<file path="src/hw/rtl/dnd_pkg.sv">
// Shared types, constants and helper functions of the DNS name decompressor.
package dnd_pkg;

	localparam int PACKET_BYTES_DEF = 512;
	localparam int TEXT_BYTES_DEF   = 1024;
	localparam int MAX_POINTERS_DEF = 10;

	localparam int OFF_W  = 15;   // walk offset, holds a 14-bit pointer target plus carry
	localparam int NOFF_W = 13;   // text write position and budget

	localparam logic [1:0] ACT_LOAD  = 2'd0;
	localparam logic [1:0] ACT_PARSE = 2'd1;
	localparam logic [1:0] ACT_READ  = 2'd2;

	localparam logic [7:0] CH_DOT  = 8'h2e;
	localparam logic [7:0] CH_BSL  = 8'h5c;
	localparam logic [7:0] CH_ZERO = 8'h30;
	localparam logic [7:0] CH_LOW  = 8'h20;
	localparam logic [7:0] CH_HIGH = 8'h7e;

	localparam logic [1:0] LBL_PLAIN = 2'b00;
	localparam logic [1:0] LBL_PTR   = 2'b11;

	localparam logic [NOFF_W-1:0] BUDGET_START = NOFF_W'(255);

	typedef enum logic [3:0] {
		OP_NONE,
		OP_LATCH,
		OP_LOAD,
		OP_RD_TEXT,
		OP_CAP_TEXT,
		OP_INIT,
		OP_RD_PKT,
		OP_HDR,
		OP_DOT,
		OP_CHAR,
		OP_ESC,
		OP_PTR,
		OP_FINISH,
		OP_FAIL
	} dp_op_t;

	typedef struct packed {
		dp_op_t op;
	} dp_cmd_t;

	typedef struct packed {
		logic off_over;
		logic hdr_zero;
		logic hdr_label;
		logic hdr_ptr;
		logic body_over;
		logic cnt_zero;
		logic char_fail;
		logic char_plain;
		logic esc_last;
		logic ptr_ok;
		logic ptr_max;
	} dp_stat_t;

	function automatic logic is_special(input logic [7:0] b);
		return b == 8'h2e || b == 8'h28 || b == 8'h29 || b == 8'h3b ||
		       b == 8'h20 || b == 8'h40 || b == 8'h22 || b == 8'h5c;
	endfunction

	// Three ASCII decimal digits, hundreds in the top byte; reciprocal multiplies.
	function automatic logic [23:0] dec_digits(input logic [7:0] b);
		logic [13:0] ph;
		logic [1:0]  h;
		logic [7:0]  rem;
		logic [14:0] pt;
		logic [3:0]  t;
		logic [7:0]  o;
		ph  = 14'(b) * 14'd41;
		h   = ph[13:12];
		rem = b - 8'(h) * 8'd100;
		pt  = 15'(rem) * 15'd205;
		t   = pt[14:11];
		o   = rem - 8'(t) * 8'd10;
		return {CH_ZERO + 8'(h), CH_ZERO + 8'(t), CH_ZERO + o};
	endfunction

endpackage

</file>
<file path="src/hw/rtl/dnd_ctrl.sv">
// Controller: sequences loads, text reads and the name walk; owns the handshakes.
module dnd_ctrl import dnd_pkg::*; (
	input  logic       clk,
	input  logic       arst_n,
	input  logic       in_valid,
	output logic       in_ready,
	input  logic [1:0] action,
	output logic       out_valid,
	input  logic       out_ready,
	output dp_cmd_t    cmd,
	input  dp_stat_t   stat
);

	typedef enum logic [3:0] {
		ST_IDLE,
		ST_LOAD,
		ST_RD_ADDR,
		ST_RD_CAP,
		ST_INIT,
		ST_HDR,
		ST_HDR_W,
		ST_BODY,
		ST_BODY_W,
		ST_ESC,
		ST_PTR,
		ST_PTR_W,
		ST_FINISH,
		ST_FAIL,
		ST_DONE
	} state_t;

	state_t state_q, state_d;
	logic   out_valid_q;

	assign in_ready  = (state_q == ST_IDLE) && !out_valid_q;
	assign out_valid = out_valid_q;

	always_comb begin
		state_d = state_q;
		cmd.op  = OP_NONE;
		case (state_q)
			ST_IDLE: begin
				if (in_valid && in_ready) begin
					cmd.op = OP_LATCH;
					case (action)
						ACT_LOAD:  state_d = ST_LOAD;
						ACT_PARSE: state_d = ST_INIT;
						ACT_READ:  state_d = ST_RD_ADDR;
						default:   state_d = ST_DONE;
					endcase
				end
			end
			ST_LOAD: begin
				cmd.op  = OP_LOAD;
				state_d = ST_DONE;
			end
			ST_RD_ADDR: begin
				cmd.op  = OP_RD_TEXT;
				state_d = ST_RD_CAP;
			end
			ST_RD_CAP: begin
				cmd.op  = OP_CAP_TEXT;
				state_d = ST_DONE;
			end
			ST_INIT: begin
				cmd.op  = OP_INIT;
				state_d = ST_HDR;
			end
			ST_HDR: begin
				if (stat.off_over) begin
					state_d = ST_FAIL;
				end else begin
					cmd.op  = OP_RD_PKT;
					state_d = ST_HDR_W;
				end
			end
			ST_HDR_W: begin
				cmd.op = OP_HDR;
				if (stat.hdr_zero) begin
					state_d = ST_FINISH;
				end else if (stat.hdr_label) begin
					state_d = stat.body_over ? ST_FAIL : ST_BODY;
				end else if (stat.hdr_ptr && stat.ptr_ok) begin
					state_d = ST_PTR;
				end else begin
					state_d = ST_FAIL;
				end
			end
			ST_BODY: begin
				if (stat.cnt_zero) begin
					cmd.op  = OP_DOT;
					state_d = ST_HDR;
				end else begin
					cmd.op  = OP_RD_PKT;
					state_d = ST_BODY_W;
				end
			end
			ST_BODY_W: begin
				if (stat.char_fail) begin
					state_d = ST_FAIL;
				end else begin
					cmd.op  = OP_CHAR;
					state_d = stat.char_plain ? ST_BODY : ST_ESC;
				end
			end
			ST_ESC: begin
				cmd.op  = OP_ESC;
				state_d = stat.esc_last ? ST_BODY : ST_ESC;
			end
			ST_PTR: begin
				if (stat.off_over) begin
					state_d = ST_FAIL;
				end else begin
					cmd.op  = OP_RD_PKT;
					state_d = ST_PTR_W;
				end
			end
			ST_PTR_W: begin
				if (stat.ptr_max) begin
					state_d = ST_FAIL;
				end else begin
					cmd.op  = OP_PTR;
					state_d = ST_HDR;
				end
			end
			ST_FINISH: begin
				cmd.op  = OP_FINISH;
				state_d = ST_DONE;
			end
			ST_FAIL: begin
				cmd.op  = OP_FAIL;
				state_d = ST_DONE;
			end
			ST_DONE: begin
				state_d = ST_IDLE;
			end
			default: begin
				state_d = ST_IDLE;
			end
		endcase
	end

	always_ff @(posedge clk or negedge arst_n) begin
		if (!arst_n) begin
			state_q     <= ST_IDLE;
			out_valid_q <= 1'b0;
		end else begin
			state_q <= state_d;
			if (state_q == ST_DONE) begin
				out_valid_q <= 1'b1;
			end else if (out_ready) begin
				out_valid_q <= 1'b0;
			end
		end
	end

endmodule

</file>
<file path="config.mk">
export PLATFORM = sky130hd
export DESIGN_NAME = dnd_ctrl
export DESIGN_NICKNAME = d
export VERILOG_FILES = /design/src/hw/rtl/dnd_pkg.sv /design/src/hw/rtl/dnd_ctrl.sv
export SDC_FILE = /design/constraint.sdc
export NUM_CORES = 1
export LEC_CHECK = 0
export CORE_UTILIZATION = 32
export DETAILED_ROUTE_END_ITERATION = 6
export DONT_BUFFER_PORTS = 1
export HOLD_SLACK_MARGIN = 0.12
export PLACE_DENSITY_LB_ADDON = 0.2
export SKIP_LAST_GASP = 1
export SLEW_MARGIN = 5
export SYNTH_ARGS = -nofsm -noshare
export SYNTH_HDL_FRONTEND = slang
export SYNTH_SLANG_ARGS = --single-unit
</file>
<file path="constraint.sdc">
create_clock -name clk -period 2.43 [get_ports clk]
set_input_delay 0.1215 -clock clk [delete_from_list [all_inputs] [get_ports clk]]
set_output_delay 0.1215 -clock clk [all_outputs]
set_load 0.05 [all_outputs]
</file>
==> qor.csv, run 1 <==
stage,metric,value,unit
sta,relSlewSlack,50.9,%
detailed_routing,route.met3.wl,185,um
global_routing,grt_overflow_total,0,
critical_path,start_kind,flip-flop,
cts,cts_buffer_depth,2,
critical_path,critPathKind,flip-flop to output pin,
sta,tns,0,ns
critical_path,endpoint_kind,output pin,
place,dpl.hpwl,1580,um
detailed_routing,wl_met1,935,um
cts,cts_max_level,1,
detailed_routing,ant_nets,0,
critical_path,arrival,1.92,ns
yosys,synth_top_cell_area_share,16.9,%
die,die_area,2520,sq um
die,num_io_pins,23,
layout,synthToLayoutAreaGrowth,11.0,%
power_and_ir_drop,power.leakage,0.299,nW
yosys,yosysSeqAreaShare,16.9,%
global_routing,grt_max_degree,27,
global_routing,antenna_found_initial,0,
cts,cts_root_buffer,clkbuf_4,
yosys,synth-seq-cells,5,
detailed_routing,routed_wl,2110,um
cts,cts_resized,0,
critical_path,path_cells,"o41ai_1, a22o_1",
layout,finalNetCount,123,
detailed_routing,highest_layer,met3,
global_routing,grt_pass1_vias,736,
yosys,async_reset_ff_share,100,%
yosys,yosysUniqueCellTypes,41,
critical_path,crit_fanout,26,
die,fp-row-count,17,
detailed_routing,met2_length,988,um
detailed_routing,drt_iter0_drc,16,
sta,worstMarginPinSlew,0.736,ns
die,die_height,50.2,um
yosys,yosys_most_used_dff,dfrtp_1,
layout,fillers,244,
die,coreArea,2190,sq um
global_routing,grt_pass1_wl,3510,um
layout,multi_input_area,538,sq um
yosys,synth_area_leaders,"dfrtp_1 17%, nand2b_1 5.9%, o32ai_1 5.9%",
yosys,syn-instance-count,99,
global_routing,grt.total_usage,18.1,%
cts,cts.sinks,5,
sta,setup_viol,0,
layout,diodes,0,
place,globalplace.congestion,0.822,
power_and_ir_drop,total_power,1.41,mW
power_and_ir_drop,powerDensity,1720,nW/um^2
layout,final_area,823,sq um
yosys,synth_edf_count,0,
critical_path,cpPeakStageDelay,0.64,ns
layout,seqCellArea,125,sq um
sta,worst_hold_slack,0.171,ns
sta,rsz0062_at_grt,no,
sta,finClkSkew,0.00148,ns
cts,clock_latency,0.24,ns
sta,maxSlewViolCount,0,
flow_run,cap_viol_max_count,0,
die,start_util,33.9,%
detailed_routing,route.detailed.drc,0,
die,die_w,50.2,um
detailed_routing,viasPerCell,5.95,
detailed_routing,via_count,791,
detailed_routing,drt_first_pass_iters,4,
place,numPortBuffers,0,
sta,clock.fmax,491,MHz
yosys,synth_fp_nets,116,
cts,numCtsBuffers,3,
critical_path,worst-endpoint-required,2.31,ns
yosys,syn_area_per_cell,7.49,sq um
cts,cts_tree,built,
hold_path,hold_class,primary input to flip-flop,
critical_path,crit_slowest_cell,dfrtp_1,
power_and_ir_drop,ir_drop,0.757,mV
sta,period_share,83.8,%
place,place_area,777,sq um
cts,path_clk_slew,0.04,ns
sta,fin_crit,2.04,ns
detailed_routing,wl_per_cell,15.9,um
sta,hold_viol_final,0,
status,status,"complete, no violations",
yosys,yosys.area.top_type,dfrtp_1,
layout,layout-drive-gt1-share,19.0,%
yosys,synth_area,742,sq um
yosys,synth_warnings,0,
## synth_stat cells, types with 2 or more instances
library cell	instances
nand3b_1	2
nor3b_1	2
nand2_1	6
and3_2	2
nand2b_1	7
nor3_1	3
buf_2	3
buf_4	3
o21ai_0	6
o22ai_1	4
nor2b_1	3
buf_6	2
dfrtp_1	5
inv_1	4
a21oi_1	8
o32ai_1	5
a31oi_1	2
nor2_1	4
nor4_1	2
nand3_1	2
o21ai_1	4
## metal layers
metal  GRT usage [%]  up-vias
met5               0        -
met4            7.14        0
met3            3.03        0
met2            29.8       31
met1            23.2      368
li1                -      392
## cell usage in the layout (no fill, tap or decap), types with 4 or more instances in the layout
cell / instances
nand2_1: 6
o21ai_1: 4
dfrtp_1: 5
o22ai_1: 4
buf_4: 8
o21ai_0: 6
nand2b_1: 7
nor2_1: 4
a21oi_1: 8
o32ai_1: 5
inv_1: 4
## state kept, by name, indices dropped and copies added (netlist names)
register   cells
state_q        4
out_valid      1
## cell families after synthesis
group / Yosys count / synth area share [%]
DFF: 5 / 16.9
AOI/OAI and AO/OA: 41 / 39.0
buffers and inverters: 13 / 10.6
and+or+nand+nor: 40 / 33.6
## worst paths after layout
path	from	end	slack [ns]	depth (start not counted)
setup / recovery	state_q[0]	cmd[2]	0.39	2
hold / removal	stat[10]	state_q[1]	0.17	3
setup reg to reg	state_q[0]	state_q[2]	0.67	4
hold reg to reg	out_valid	out_valid	0.74	3
max in group asynchronous	arst_n	state_q[0]	2.04	1
min in group asynchronous	arst_n	out_valid	0.18	1
## what timing repair did
action,in CTS,in global routing
setup endpoints to repair,0,0
hold buffers,2,0
hold endpoints to repair,6,0
buffers inserted,0,0
## report_power, final
| part | internal [mW] | switching [mW] |
|---|---|---|
| sequential | 0.126 | 0.152 |
| combinational | 0.400 | 0.640 |
| clock | 0.0621 | 0.0339 |
## critical path: cells and delay by family (launching register included)
family	cells	cell delay, ns
AO/OA/AOI/OAI	2	1.02
flip-flops	1	0.64
## final cells by class
type	instances	area share, %
multi-input combinational	81	65.3
sequential	5	15.2
timing repair buffer	10	9.73
tap	28	4.26
clock buffer	4	3.19
inverter	5	2.28
## stage by stage
stage | cells | worst slack, ns | util (%)
2_1_floorplan | 99 | 0.557 | -
3_3_place_gp | 127 | 0.695 | 35.5
3_5_place_dp | 127 | 0.677 | 35.5
4_1_cts | 133 | 0.402 | 37.6
5_1_grt | 133 | 0.268 | 37.6
6_report | 133 | 0.393 | 37.6
No activity file was read; power rests on OpenSTA's default activity.
==> run 2, diff against run 1 <==
==> constraint.sdc (replaced) <==
create_clock -name clk -period 1.6 [get_ports clk]
set_input_delay 0.08 -clock clk [delete_from_list [all_inputs] [get_ports clk]]
set_output_delay 0.08 -clock clk [all_outputs]
set_load 0.05 [all_outputs]
==> qor.csv, run 2 (same netlist as run 1, synthesis figures left out) <==
stage,metric,value,unit
critical_path,crit_fanout,4,
detailed_routing,drt_iter0_drc,10,
place,place_inst,139,
global_routing,grt_util_met1,27.5,%
cts,cts.sinks,5,
die,die_w,50.2,um
layout,final_cell_mix,"23 x buf_4, 10 x buf_6, 5 x nand2_1, 5 x buf_12",
sta,hold_viol_final,0,
critical_path,path_buf_inv,2,
global_routing,grt_overflow_total,0,
sta,tns,-0.120,ns
die,num_io_pins,23,
place,dpl.hpwl,1800,um
sta,maxSlewViolCount,0,
detailed_routing,via_count,981,
die,coreArea,2190,sq um
sta,fin_crit,1.64,ns
global_routing,use_met3,4.55,%
sta,rsz0062_at_grt,yes,
layout,layout-drive-gt1-share,54.3,%
global_routing,grt_busiest_layer,met2,
critical_path,crit_slowest_cell,or4_4,
die,fp-row-count,17,
detailed_routing,route.detailed.drc,0,
global_routing,use_met2,40.7,%
cts,path_clk_slew,0.05,ns
global_routing,grt_pass1_wl,4330,um
detailed_routing,routed_wl,2910,um
layout,final_common_cell,buf_4,
critical_path,worst-endpoint-required,1.52,ns
global_routing,antenna_found_initial,0,
layout,largest_register,state_q,
sta,worstMarginPinSlew,0.385,ns
die,start_util,33.9,%
detailed_routing,ant_nets,0,
layout,fin_cells,166,
layout,largest_reg_flops,4,
critical_path,path_cells,"buf_6, or4_4, nor2_4, buf_12",
global_routing,grt_max_degree,12,
detailed_routing,wl_per_cell,17.5,um
status,status,finished with violations,
sta,finClkSkew,0.00380,ns
detailed_routing,drt_first_pass_iters,4,
sta,setup_ws,-0.0417,ns
die,die_area,2520,sq um
status,violations,setup timing,
hold_path,hold_class,primary input to async pin,
critical_path,critPathKind,flip-flop to output pin,
detailed_routing,viasPerCell,5.91,
power_and_ir_drop,ir_drop,1.56,mV
flow_run,cap_viol_max_count,0,
place,globalplace.congestion,0.852,
power_and_ir_drop,powerDensity,2750,nW/um^2
place,numPortBuffers,0,
layout,finalNetCount,156,
cts,numCtsBuffers,3,
cts,cts_buffer_depth,2,
layout,diodes,0,
cts,clock_latency,0.24,ns
cts,cts_tree,built,
cts,cts_root_buffer,clkbuf_4,
critical_path,start_kind,flip-flop,
critical_path,cpPeakStageDelay,0.50,ns
global_routing,grt.total_usage,23.2,%
layout,fillers,197,
critical_path,endpoint_kind,output pin,
global_routing,grt_pass1_vias,928,
critical_path,arrival,1.56,ns
sta,setup_viol,6,
die,die_height,50.2,um
critical_path,cp_top_family,simple AND/OR/NAND/NOR gates,
cts,cts_max_level,1,
power_and_ir_drop,power.leakage,0.536,nW
sta,clock.fmax,609,MHz
layout,synthToLayoutAreaGrowth,79.9,%
sta,period_share,103,%
sta,relSlewSlack,74.3,%
==> run 2: per-stage QoR <==
stage	cell area [sq um]	hold slack [ns]	total power, mW	setup WS [ns]	util, %
final	1340	0.131	3.67	-0.0417	60.9
after global routing	1340	0.136	3.86	-0.103	60.9
after CTS	1170	0.121	3.17	-0.0769	53.6
after detailed placement	927	-0.215	2.53	0.0511	42.3
after global placement	927	-0.215	2.51	0.0653	42.3
after floorplan	752	-0.216	1.75	0.000724	-
==> run 2: power by group <==
| part | internal, mW | total [mW] | leakage (nW) | switching, mW |
|---|---|---|---|---|
| registers | 0.206 | 0.293 | 0.0570 | 0.0870 |
| clock network | 0.0905 | 0.145 | 0.0177 | 0.0545 |
| logic | 1.60 | 3.23 | 0.462 | 1.63 |
==> run 2: worst reg2reg max path, delay by kind of cell, from the launching register on <==
| family | cells | cell delay, ns |
|---|---|---|
| AND/OR/NAND/NOR | 1 | 0.50 |
| flip-flops | 1 | 0.43 |
| AO/OA/AOI/OAI | 2 | 0.27 |
| buffers and inverters | 2 | 0.29 |
==> run 2: timing repair <==
item / 4_1_cts / 5_1_grt
pin swaps: 6 / 14
resized for setup: 19 / 24
setup buffers: 13 / 7
setup endpoints to repair: 5 / 9
hold buffers: 4 / 0
endpoints found under the hold margin: 7 / 0
==> run 2: path summary, 6_finish.rpt <==
check / start / end / slack [ns] / depth (start not counted)
max: state_q[3] / in_ready / -0.04 / 4
min: arst_n / state_q[1] / 0.13 / 1
max reg2reg: state_q[3] / state_q[2] / -0.02 / 5
min reg2reg: state_q[2] / state_q[0] / 0.73 / 3
max in group asynchronous: arst_n / state_q[2] / 1.25 / 1
min in group clk: stat[10] / state_q[1] / 0.14 / 3
==> run 2: area by class of cell <==
cell class | instances | area, sq um | share of cell area, %
clock buffers | 3 | 22.5 | 1.69
clock inverters | 1 | 5.00 | 0.375
inverters | 5 | 23.8 | 1.78
multi-input cells | 81 | 678 | 50.8
flip-flops and latches | 5 | 130 | 9.75
well taps | 28 | 35.0 | 2.62
repair buffers | 43 | 440 | 33.0
==> run 2: metal layers <==
metal  vias to the layer above  part of all wire (%)
met5                         -                     0
met2                        27                    53
met3                         4                   4.7
li1                        466                     -
met1                       484                    41
met4                         0                  0.93
==> run 3, diff against run 2 <==
--- a/config.mk
+++ b/config.mk
@@ -5,9 +5,10 @@
 export SDC_FILE = /design/constraint.sdc
 export NUM_CORES = 1
 export LEC_CHECK = 0
+export BUFFER_PORTS_ARGS = -buffer_cell sky130_fd_sc_hd__buf_2
+export CORE_ASPECT_RATIO = 1.75
 export CORE_UTILIZATION = 32
 export DETAILED_ROUTE_END_ITERATION = 6
-export DONT_BUFFER_PORTS = 1
 export HOLD_SLACK_MARGIN = 0.12
 export PLACE_DENSITY_LB_ADDON = 0.2
 export SKIP_LAST_GASP = 1
==> qor.csv, run 3 (same netlist as run 1, synthesis figures left out) <==
stage,metric,value,unit
layout,largest_reg_flops,4,
layout,final_common_cell,buf_4,
place,numPortBuffers,22,
die,die_height,65.7,um
detailed_routing,drt_first_pass_iters,4,
sta,rsz0062_at_grt,yes,
sta,fin_crit,1.64,ns
place,place_area,970,sq um
place,dpl.hpwl,1960,um
layout,synthToLayoutAreaGrowth,57.7,%
global_routing,grt_pass1_wl,4550,um
critical_path,arrival,1.56,ns
die,fp-row-count,22,
cts,cts.sinks,5,
global_routing,antenna_found_initial,0,
cts,cts_max_level,1,
sta,hold_viol_final,0,
detailed_routing,via_count,995,
layout,final_cell_mix,"27 x buf_4, 19 x buf_2, 8 x a21oi_1",
layout,diodes,0,
critical_path,cpPeakStageDelay,0.45,ns
sta,worstMarginPinSlew,0.427,ns
place,globalplace.congestion,0.961,
sta,tns,-0.0846,ns
power_and_ir_drop,power.leakage,0.509,nW
critical_path,path_cells,"buf_12, or4_4, nor2_2, buf_6",
cts,numCtsBuffers,3,
critical_path,endpoint_kind,output pin,
global_routing,grt.total_usage,24.9,%
global_routing,grt_overflow_total,0,
die,die_area,2520,sq um
layout,largest_register,state_q,
sta,clock.fmax,611,MHz
die,start_util,34.6,%
cts,cts_root_buffer,clkbuf_4,
status,status,finished with violations,
layout,layout-drive-gt1-share,49.3,%
critical_path,crit_fanout,9,
global_routing,grt_max_degree,20,
critical_path,crit_slowest_cell,dfrtp_2,
die,num_io_pins,23,
layout,final_area,1170,sq um
sta,setup_ws,-0.0378,ns
sta,setup_viol,3,
cts,path_clk_slew,0.04,ns
hold_path,hold_class,primary input to async pin,
flow_run,cap_viol_max_count,0,
detailed_routing,viasPerCell,5.78,
sta,maxSlewViolCount,0,
place,dp_slack,0.0604,ns
detailed_routing,drt_iter0_drc,44,
detailed_routing,wl_per_cell,16.2,um
critical_path,start_kind,flip-flop,
cts,cts_tree,built,
detailed_routing,ant_nets,0,
critical_path,crit_path_start,state_q[2],
critical_path,r2r-start,state_q[2],
sta,period_share,102,%
critical_path,critPathKind,flip-flop to output pin,
global_routing,grt_pass1_vias,981,
die,coreArea,2150,sq um
power_and_ir_drop,total_power,2.95,mW
detailed_routing,route.detailed.drc,0,
status,violations,setup timing,
cts,clock_latency,0.24,ns
sta,relSlewSlack,71.5,%
detailed_routing,routed_wl,2780,um
die,die_w,38.4,um
cts,cts_buffer_depth,2,
sta,finClkSkew,0.00150,ns
critical_path,worst-endpoint-required,1.52,ns
layout,finalNetCount,166,
power_and_ir_drop,ir_drop,1.02,mV
power_and_ir_drop,powerDensity,2520,nW/um^2
## run 3: timing repair
action                                  CTS  global route
buffers inserted                          6             8
endpoints found under the setup margin    5             6
hold endpoints to repair                  6             0
hold buffers                              2             0
resized for setup                        11             5
## run 3: layout make-up
class | count | area, sq um
clock buffer | 4 | 26.3
inverter | 5 | 18.8
fill | 213 | 977
tap | 24 | 30.0
multi-input combinational | 81 | 573
sequential | 5 | 130
timing repair buffer | 53 | 392
## run 3: report_power, final
part | leakage, nW | switching, mW | total [mW] | internal (mW)
registers | 0.0570 | 0.137 | 0.343 | 0.206
clock network | 0.0150 | 0.0488 | 0.143 | 0.0941
logic | 0.437 | 1.33 | 2.47 | 1.14
total | 0.509 | 1.51 | 2.95 | 1.44
## run 3: metrics by stage
| stage | utilization (%) | hold WS (ns) | cells |
|---|---|---|---|
| detailed placement | 45.2 | -0.100 | 152 |
| floorplan | - | -0.216 | 99 |
| CTS | 50.8 | 0.183 | 164 |
| finish | 54.5 | 0.203 | 172 |
| global placement | 45.2 | -0.102 | 152 |
| global route | 54.5 | 0.197 | 172 |
## run 3: final timing paths
path,endpoint,slack (ns),depth (start not counted)
worst min register to register,out_valid,0.59,2
worst max register to register,state_q[0],0.04,6
worst max-delay path,in_ready,-0.04,4
max in group asynchronous,state_q[0],1.25,2
min in group clk,state_q[3],0.30,5
worst min-delay path,state_q[3],0.20,2
## run 3: worst max-delay path, delay by kind of cell, from the launching register on
family	cells	cell delay, ns
buffers and inverters	2	0.31
and+or+nand+nor	2	0.55
DFF	1	0.45
## run 3: routing by layer
layer / up-vias / routed length (um) / track usage [%] / share of wire (%)
met3: 4 / 129 / 2.70 / 4.6
li1: 486 / - / - / -
met2: 41 / 1570 / 46.2 / 56
met5: - / 0 / 0 / 0
met4: 0 / 29 / 9.48 / 1.0
met1: 464 / 1050 / 26.8 / 38
